File: src/rtl/combination_unrank_assert.svh
// assertion macros for the combination unrank block
`ifndef COMBINATION_UNRANK_ASSERT_SVH
`define COMBINATION_UNRANK_ASSERT_SVH

`define CU_ASSERT_IMP(label, clk, rst, a, c) \
   label: assert property (@(posedge clk) disable iff (rst) (a) |-> (c)) \
      else $error("assertion failed");

`define CU_ASSERT_NEXT(label, clk, rst, a, c) \
   label: assert property (@(posedge clk) disable iff (rst) (a) |=> (c)) \
      else $error("assertion failed");

`endif

File: src/rtl/cu_pkg.sv
`timescale 1ns / 1ps
package cu_pkg;
   localparam int MAX_N_DEF = 64;
   localparam int MAX_K_DEF = 16;
   localparam int RESULT_CAP = 16;
   localparam int SIZE_W = 5;
   localparam int RANK_W = 63;
   localparam int ELEM_W = 6;
   localparam int POS_W = 4;
   localparam int BIN_W = 64;

   typedef logic [RESULT_CAP:0][BIN_W-1:0] brow_type;

   // C(n,0..RESULT_CAP), zero where r > n; elaboration only
   function automatic brow_type binom_row(input int n);
      brow_type         brow;
      logic [BIN_W-1:0] acc;
      acc = BIN_W'(1);
      brow = '0;
      for (int r = 0; r <= RESULT_CAP; r++) begin
         if (r > 0) acc = acc * BIN_W'(n - r + 1) / BIN_W'(r);
         brow[r] = acc;
      end
      return brow;
   endfunction
endpackage

File: src/rtl/cu_cell.sv
`timescale 1ns / 1ps
// one candidate element e: compares C(e,pos) against the residual
module cu_cell #(
   parameter int ELEM = 0
) (
   input  logic              clock,
   input  logic              load,
   input  logic [4:0]        pos,
   input  logic [63:0]       resid,
   input  logic              hit_prev,
   output logic              hit,
   output logic [63:0]       bval
);
   import cu_pkg::*;
   localparam brow_type BROW = binom_row(ELEM);
   logic [63:0] bin_ff, bin_in;
   always_comb begin
      bin_in = BROW[pos];
   end
   always_ff @(posedge clock) begin
      if (load) bin_ff <= bin_in;
   end
   assign hit = hit_prev | (bin_ff <= resid);
   assign bval = bin_ff;
endmodule

File: config.mk
export PLATFORM = sky130hd
export DESIGN_NAME = cu_cell
export DESIGN_NICKNAME = d
export VERILOG_FILES = /design/src/rtl/combination_unrank_assert.svh /design/src/rtl/cu_pkg.sv /design/src/rtl/cu_cell.sv
export SDC_FILE = /design/constraint.sdc
export NUM_CORES = 1
export LEC_CHECK = 0
export ABC_CLOCK_PERIOD_IN_PS = 800
export BUFFER_PORTS_ARGS = -buffer_cell sky130_fd_sc_hd__buf_4
export CAP_MARGIN = 15
export CORE_MARGIN = 4
export CORE_UTILIZATION = 23
export CTS_BUF_LIST = sky130_fd_sc_hd__clkbuf_4 sky130_fd_sc_hd__clkbuf_8
export DETAILED_ROUTE_END_ITERATION = 6
export PLACE_DENSITY_LB_ADDON = 0.25
export SYNTH_ARGS = -nofsm -noshare
export SYNTH_HDL_FRONTEND = slang
export SYNTH_SLANG_ARGS = --single-unit
File: constraint.sdc
create_clock -name clock -period 0.8 [get_ports clock]
set_input_delay 0.04 -clock clock [delete_from_list [all_inputs] [get_ports clock]]
set_output_delay 0.04 -clock clock [all_outputs]
set_load 0.1 [all_outputs]
Word-level counts from Yosys, hierarchy flattened

Memories as Yosys holds them, arrays and structs flattened. A register that Yosys moved wholly into a read port is not among the register bits.
Cells that the tools add are included.

Register bits: 0
Latch bits: 0
Bits in writable memories: 0
ROM bits: 2048
Input port bits: 72
Output and inout bits: 65
Logic and storage cells: 3
Memories kept: 1

$add $sub $neg: 0
$mul: 0
Divide/modulo/power cells: 0
$lt $le $gt $ge: 1
Equal/unequal tests: 0
Shift operators: 0
Muxes and demuxes: 0
Bitwise gates (word level): 1
Reduce and logical (&&, ||, !) cells: 0

Memory list:

| memory          | depth | width | rd ports | clocked after memory_dff | wr ports | RTL line      | source |
|---|---|---|---|---|---|---|---|
| (no name shown) | 32    | 64    | 1        | 1                        | 0        | cu_cell.sv:18 | `bin_in = BROW[pos];` |

Operators with widths:

| kind         | count |
|---|---|
| $le 64x64->1 | 1 |
| $or 1x1->1   | 1 |

Depth between registers and ports, before layout

Gate-level depths: netlist of the first run.

Word-level depth: 2
Depth in mapped cells: 4
Mapped depth without buffers: 4

Worst setup path after synthesis of the first run

OpenSTA, ideal clock, no wires.

Path type: reg2out
From: reg bin_ff[0] (netlist: bval[0])
To: out hit
Arrival: 2375 ps
Required time: 760 ps
Setup slack: -1615 ps
Stages on the path, launching flop included: 5
Buffers on the path: 0
Cells stage by stage: edfxtp_1 -> inv_1 -> ha_1 -> nor4_1 -> nand4_1

Longest elaborated chain between the ends: 2

Ends and longest elaborated chain:

| element            | RTL line      | source |
|---|---|---|
| start: declaration | cu_cell.sv:16 | `logic [63:0] bin_ff, bin_in;` |
| $le 64x64->1       | cu_cell.sv:23 | `assign hit = hit_prev \| (bin_ff <= resid);` |
| $or 1x1->1         | cu_cell.sv:23 |  |
| end: declaration   | cu_cell.sv:11 | `output logic hit,` |

Every way passes these cells.

Worst setup path after layout of the first run

From: in resid[60]
To: out hit

Longest elaborated chain between the ends: 2

Ends and longest elaborated chain:

| element            | RTL line      | source |
|---|---|---|
| start: declaration | cu_cell.sv:9  | `input logic [63:0] resid,` |
| $le 64x64->1       | cu_cell.sv:23 |  |
| $or 1x1->1         | cu_cell.sv:23 |  |

Every way passes these cells.

==> flow_summary.yaml, run 1 <==
power:
  p_leak_nw: 0.649
  switchingPower_w: 0.00144
  p_seq_share_pct: 3.5
  swShare_pct: 80.3
  ir_worst_vdd_uv: 676
  p_int_w: 0.000353
  combPwrFrac_pct: 96.5
  finalPower_w: 0.00179
  p_per_area_mw_per_mm2: 1420
  p_clk_share_pct: 0
finish:
  final_nets: 244
  stdcell_area_mm2: 0.00126
  seqCellArea_um2: 30.0
  fill_cells: 291
  largest_reg_flops: 1
  drive_gt1_share_pct: 53.8
  multi_input_area_um2: 556
  area_growth_pct: 85.0
  diodes: 0
  final_cells: 200
sta:
  setup_tns_ns: -0.546
  timing.final.crit_period_ns: 1.26
  rsz0062_at_grt: "yes"
  setup_viol_count_final: 3
  hold_viol_final: 0
  post-route-period-util_pct: 158
  setup_ws_ns: -0.460
  max_freq_ghz: 0.794
  drv_slew: 0
worst_setup_path:
  critPathArrivalTime_ns: 1.22
  criticalPathCategory: "input port to output pin"
  critPathLaunch: "resid[60]"
  worstSetupStartpointType: "input port"
  worst_setup_path_end_kind: "output pin"
  crit_fanout: 1
  endpoint: "hit"
  required_ns: 0.76
synth:
  yosys_warnings: 0
  synth_compound_area_share_pct: 0
  syn_inst: 93
  synth_cell_types: 13
  syn_area_um2: 683
  synth_top_family_by_area: "buffers and inverters"
  muxShareOfSynthArea_pct: 0
  synth-adder-area-share_pct: 1.83
  yosysSeqAreaShare_pct: 4.40
  synth_simple_gate_area_share_pct: 23.4
  syn_avg_cell_area_um2: 7.35
  yosys.area_share.xor_xnor_pct: 0
  ys_ff_latch: 1
placed_design:
  post-place-ws_ns: -0.536
  place_area_mm2: 0.00105
  routabilityCongestion: 0.801
  hpwl_um: 2450
  dp.cells: 199
  io_buffers: 73
status:
  run_status: "finished, violations left"
  violations: "setup timing"
drt:
  wl_um: 2810
  dr.first_iter.drc_count: 14
  first_pass_iters: 3
  drc: 0
  ant_nets: 0
  viasPerCell: 3.72
  wl_per_cell_um: 14.1
  via_count: 744
floorplan:
  die_area_mm2: 0.00391
  start_util_pct: 24.4
  coreArea_mm2: 0.00281
  rows: 19
  chipWidth_um: 62.5
  die_height_um: 62.5
  io_pins: 137
clocking:
  holdBufCountCts: 0
  clk_pin_slew_ns: 0
flow_run:
  drv_cap: 0
global_routing:
  grt_pass1_wl_um: 3510
  antenna_found_initial: 0
  grt_max_degree: 3
  grt_pass1_vias: 705
  grt.total_usage_pct: 11.1
  grt-ovfl-total: 0
hold_path:
  min_path_type: "input port to flip-flop"
-- what timing repair did --
action                                  4_1_cts  5_1_grt
pin swaps                                     1       11
setup buffers                                 0        1
endpoints found under the setup margin        2        3
resized for setup                             7       28
-- metrics by stage --
stage	util (%)	hold slack (ns)
final	45.0	0.238
after global routing	45.0	0.243
after CTS	38.8	0.239
after detailed placement	37.6	0.239
after global placement	37.6	0.238
after floorplan	-	0.152
-- power groups by stage --
| stage | Sequential (W) | Clock (W) | Combinational [W] |
|---|---|---|---|
| floorplan | 0.0000862 | 0 | 0.00154 |
| global placement | 0.0000638 | 0 | 0.00161 |
| detailed placement | 0.0000637 | 0 | 0.00161 |
| CTS | 0.0000638 | 0 | 0.00162 |
| global route | 0.0000639 | 0 | 0.00177 |
| finish | 0.0000633 | 0 | 0.00173 |
-- how the worst min path moves through the flow --
stage | from | to | slack [ns] | depth (start not counted)
final | load | bval[0] | 0.24 | 1
after detailed placement | load | bval[0] | 0.24 | 1
after global placement | load | bval[0] | 0.24 | 1
after CTS | load | bval[0] | 0.24 | 1
after global routing | load | bval[0] | 0.24 | 1
after floorplan | load | bval[0] | 0.15 | 0
-- per-layer routing --
layer  wire length [um]  GRT usage [%]  share of wire (%)
met5                  0              0                  0
met4                 42           1.10                1.5
met3                213          0.540                7.6
met2               1680           23.7                 60
met1                872           12.0                 31
-- cell usage after synthesis --
| cell type | count | area (um^2) |
|---|---|---|
| or4_1 | 1 | 7.51 |
| nor2_1 | 2 | 7.51 |
| nor4_1 | 15 | 93.8 |
| nor4_2 | 1 | 12.5 |
| nand4_1 | 4 | 25.0 |
| nand3_1 | 1 | 5.00 |
| nand2_1 | 1 | 3.75 |
| nor3_1 | 1 | 5.00 |
| buf_4 | 63 | 473 |
| ha_1 | 1 | 12.5 |
| conb_1 | 1 | 3.75 |
| edfxtp_1 | 1 | 30.0 |
| inv_1 | 1 | 3.75 |
-- final cells by class --
class	count	share of cell area [%]
repair buffers	77	50.3
flip-flops and latches	1	2.38
inverters	1	0.297
multi-input cells	90	44.0
well taps	31	3.07
-- worst max-delay path, cell delays in order --
cell,delay (ns)
buf_4,0.12
nor4_4,0.25
nand3_1,0.11
nor4_1,0.28
nand4_1,0.19
buf_8,0.22
-- placed cells by master (no fill, tap or decap) --
cell	instances
buf_4	65
conb_1	63
buf_6	10
nor4_4	8
nor4_2	4
nor4_1	4
nand4_1	4
nor2_1	2
nor3_2	1
nand2_1	1
nand3_1	1
or4_1	1
inv_1	1
ha_2	1
edfxtp_1	1
buf_12	1
buf_8	1
-- cell families after synthesis --
family                     after synthesis
adders and majority gates                1
and+or+nand+nor                         26
DFF                                      1
buffers and inverters                   64
other                                    1
No activity file was read; power rests on OpenSTA's default activity.
==> run 2, diff against run 1 <==
--- a/config.mk
+++ b/config.mk
@@ -13,6 +13,7 @@
 export CTS_BUF_LIST = sky130_fd_sc_hd__clkbuf_4 sky130_fd_sc_hd__clkbuf_8
 export DETAILED_ROUTE_END_ITERATION = 6
 export PLACE_DENSITY_LB_ADDON = 0.25
+export RECOVER_POWER = 100
 export SYNTH_ARGS = -nofsm -noshare
 export SYNTH_HDL_FRONTEND = slang
 export SYNTH_SLANG_ARGS = --single-unit
==> run 2 against run 1 <==
Combinational power barely moved; sequential share of layout area unchanged; sequential power about the same; die area unchanged; utilization stayed put; flip-flop and latch count is the same; global-route usage is the same; the run still ends with setup timing left; largest power group unchanged.
==> flow_summary.yaml, run 2 (synthesis gave the netlist of run 1 again) <==
hold_path:
  min_from: "load"
  hold_end: "bval[0]"
  min_path_cells: 1
  min_path_type: "input port to flip-flop"
global_routing:
  grt_pass1_vias: 705
  grt-ovfl-total: 0
  grt.total_usage_pct: 11.1
  antenna_found_initial: 0
  grt_pass1_wl_um: 3510
  grt_max_degree: 3
worst_setup_path:
  worstSetupStartpointType: "input port"
  criticalPathCategory: "input port to output pin"
  crit_fanout: 1
  critPathLaunch: "resid[60]"
  required_ns: 0.76
  critPathArrivalTime_ns: 1.22
  worst_setup_path_end_kind: "output pin"
sta:
  setup_viol_count_final: 3
  setup_ws_ns: -0.460
  timing.hold.ws_ns: 0.261
  rsz0062_at_grt: "yes"
  post-route-period-util_pct: 158
  hold_viol_final: 0
  setup_tns_ns: -0.546
  max_freq_ghz: 0.794
  timing.final.crit_period_ns: 1.26
  drv_slew: 0
status:
  violations: "setup timing"
  run_status: "finished, violations left"
finish:
  final_nets: 244
  diodes: 0
  mostFrequentLayoutCells: "buf_4, conb_1, buf_6"
  final_common_cell: "buf_4"
  drive_gt1_share_pct: 53.8
  largest_reg_flops: 1
  area_growth_pct: 85.0
power:
  p_leak_nw: 0.649
  ir_worst_vdd_uv: 676
  p_per_area_mw_per_mm2: 1420
floorplan:
  start_util_pct: 24.4
  rows: 19
  die_area_mm2: 0.00391
  io_pins: 137
  chipWidth_um: 62.5
  die_height_um: 62.5
  coreArea_mm2: 0.00281
drt:
  wl_met3_um: 213
  highest_layer: "met4"
  drc: 0
  ant_nets: 0
  dr.first_iter.drc_count: 14
  via_count: 744
  first_pass_iters: 3
  viasPerCell: 3.72
  wl_per_cell_um: 14.0
  wl_um: 2810
  wl_met1_um: 872
  dr_wl_met2_um: 1680
placed_design:
  hpwl_um: 2450
  io_buffers: 73
  routabilityCongestion: 0.801
  post-place-ws_ns: -0.536
flow_run:
  drv_cap: 0
clocking:
  holdBufCountCts: 0
  clk_pin_slew_ns: 0
-- run 2: per-stage QoR --
step	power [W]	utilization (%)	instances	instance area, um^2
floorplan	0.00163	-	155	918
global placement	0.00167	37.6	199	1050
detailed placement	0.00167	37.6	199	1050
CTS	0.00169	38.8	199	1090
global route	0.00184	45.0	200	1260
finish	0.00179	45.0	200	1260
-- run 2: final cells by class --
cell class | count | area [um^2]
Fill cell | 291 | 1540
Timing Repair Buffer | 77 | 636
Multi-Input combinational cell | 90 | 556
Tap cell | 31 | 38.8
Sequential cell | 1 | 30.0
Inverter | 1 | 3.75
-- run 2: power breakdown --
group          switching, W  leakage (nW)  internal (W)
clock network             0             0             0
registers        0.00000132       0.00951     0.0000620
logic               0.00144         0.640      0.000291
-- run 2: routing by layer --
metal	up-vias	global-route usage (%)
li1	349	-
met1	331	12.0
met2	60	23.7
met3	4	0.540
met4	0	1.10
met5	-	0
-- run 2: critical path, cell delays in order --
cell     delay, ns
buf_4         0.12
nor4_4        0.25
nand3_1       0.11
nor4_1        0.28
nand4_1       0.19
buf_8         0.22
-- run 2: worst max path at each step --
stage,to
2_1_floorplan,hit
3_3_place_gp,hit
3_5_place_dp,hit
4_1_cts,hit
5_1_grt,hit
6_report,hit
-- run 2: what timing repair did --
action / 4_1_cts / 5_1_grt
gates resized for setup: 7 / 28
pin swaps: 1 / 11
setup buffers: 0 / 1
endpoints found under the setup margin: 2 / 3
==> run 3, diff against run 2 <==
--- a/config.mk
+++ b/config.mk
@@ -5,15 +5,16 @@
 export SDC_FILE = /design/constraint.sdc
 export NUM_CORES = 1
 export LEC_CHECK = 0
-export ABC_CLOCK_PERIOD_IN_PS = 800
+export ABC_CLOCK_PERIOD_IN_PS = 1500
 export BUFFER_PORTS_ARGS = -buffer_cell sky130_fd_sc_hd__buf_4
 export CAP_MARGIN = 15
 export CORE_MARGIN = 4
-export CORE_UTILIZATION = 23
+export CORE_UTILIZATION = 27
 export CTS_BUF_LIST = sky130_fd_sc_hd__clkbuf_4 sky130_fd_sc_hd__clkbuf_8
 export DETAILED_ROUTE_END_ITERATION = 6
-export PLACE_DENSITY_LB_ADDON = 0.25
+export PLACE_DENSITY_LB_ADDON = 0.08
 export RECOVER_POWER = 100
+export SKIP_CTS_REPAIR_TIMING = 1
 export SYNTH_ARGS = -nofsm -noshare
 export SYNTH_HDL_FRONTEND = slang
 export SYNTH_SLANG_ARGS = --single-unit
==> constraint.sdc (replaced) <==
create_clock -name clock -period 1.5 [get_ports clock]
set_input_delay 0.075 -clock clock [delete_from_list [all_inputs] [get_ports clock]]
set_output_delay 0.075 -clock clock [all_outputs]
set_load 0.1 [all_outputs]
==> run 3 against run 2 <==
Sequential power shrank 46%; sequential share of layout area grew 0.50 points; die area down 13%; flip-flop and latch count did not move; the run now ends clean; utilization is essentially flat; via count decreased by 4.0%; combinational power fell by 51%; setup slack improved by 0.63 ns; first-iteration DRC count stayed put.
==> flow_summary.yaml, run 3 (synthesis gave the netlist of run 1 again) <==
status:
  run_status: "finished clean"
floorplan:
  io_pins: 137
  coreArea_mm2: 0.00232
  start_util_pct: 29.5
  die_height_um: 58.3
  rows: 17
  die_area_mm2: 0.00340
  chipWidth_um: 58.3
drt:
  ant_nets: 0
  drc: 0
  dr.first_iter.drc_count: 14
  via_count: 714
  wl_um: 2160
  viasPerCell: 3.70
  first_pass_iters: 4
  wl_per_cell_um: 11.2
power:
  p_clk_share_pct: 0
  ir_worst_vdd_uv: 684
  p_leak_nw: 0.590
  switchingPower_w: 0.000734
  p_seq_share_pct: 3.8
  p_int_w: 0.000157
  combPwrFrac_pct: 96.2
  swShare_pct: 82.4
  p_per_area_mw_per_mm2: 853
finish:
  fill_cells: 237
  mostFrequentLayoutCells: "buf_4, conb_1, nor4_1"
  area_growth_pct: 52.9
  diodes: 0
  multi_input_area_um2: 430
  largest_reg_flops: 1
  seqCellArea_um2: 30.0
  final_nets: 240
  final_common_cell: "buf_4"
  fin_util_pct: 45.1
  drive_gt1_share_pct: 47.3
  final_cells: 193
sta:
  setup_viol_count_final: 0
  relSlewSlack_pct: 64.0
  hold_viol_final: 0
  drv_slew: 0
  timing.final.crit_period_ns: 1.33
  post-route-period-util_pct: 88.8
  rsz0062_at_grt: "no"
  max_freq_ghz: 0.750
  worstMarginPinSlew_ns: 0.542
  setup_tns_ns: 0
global_routing:
  grt_pass1_wl_um: 2650
  grt_max_degree: 3
  grt_pass1_vias: 617
  grt.total_usage_pct: 9.60
  grt-ovfl-total: 0
  antenna_found_initial: 0
placed_design:
  hpwl_um: 2130
  io_buffers: 73
  routabilityCongestion: 0.652
  dp.cells: 193
worst_setup_path:
  worst_setup_path_end_kind: "output pin"
  worstSetupStartpointType: "input port"
  required_ns: 1.42
  critPathArrivalTime_ns: 1.26
  crit_fanout: 1
  criticalPathCategory: "input port to output pin"
flow_run:
  drv_cap: 0
clocking:
  clk_pin_slew_ns: 0
hold_path:
  min_path_type: "input port to flip-flop"
-- run 3: layer usage --
metal | part of all wire (%) | vias up | track usage [%]
met4 | 0 | 0 | 0
met3 | 20 | 0 | 2.85
met5 | 0 | - | 0
li1 | - | 341 | -
met1 | 24 | 294 | 9.34
met2 | 56 | 79 | 20.4
-- run 3: worst max-delay path: stages --
cell and delay (ns):
buf_4 0.11, nor4_1 0.29, nand3_1 0.13, nor4_2 0.27, nand4_1 0.12, buf_4 0.25
-- run 3: final cells by class --
cell class	instances	area share, %
inverters	1	0.359
multi-input cells	90	41.2
flip-flops and latches	1	2.87
well taps	28	3.35
repair buffers	73	52.2
-- run 3: power by group through the flow --
stage               clock network (W)  logic [W]  registers, W
finish                              0   0.000856     0.0000343
detailed placement                  0   0.000851     0.0000345
CTS                                 0   0.000851     0.0000345
global route                        0   0.000879     0.0000347
floorplan                           0   0.000823     0.0000460
global placement                    0   0.000849     0.0000342
-- run 3: final timing paths --
path / from / end / depth (start not counted)
min: load / bval[0] / 1
max: resid[63] / hit / 6
-- run 3: stage by stage --
step | hold WS, ns | power, W | setup WS (ns) | cell area [um^2]
floorplan | 0.187 | 0.000869 | -0.892 | 918
global placement | 0.273 | 0.000883 | 0.151 | 1030
detailed placement | 0.273 | 0.000885 | 0.136 | 1030
CTS | 0.273 | 0.000886 | 0.139 | 1030
global route | 0.301 | 0.000913 | 0.0447 | 1040
finish | 0.295 | 0.000891 | 0.167 | 1040
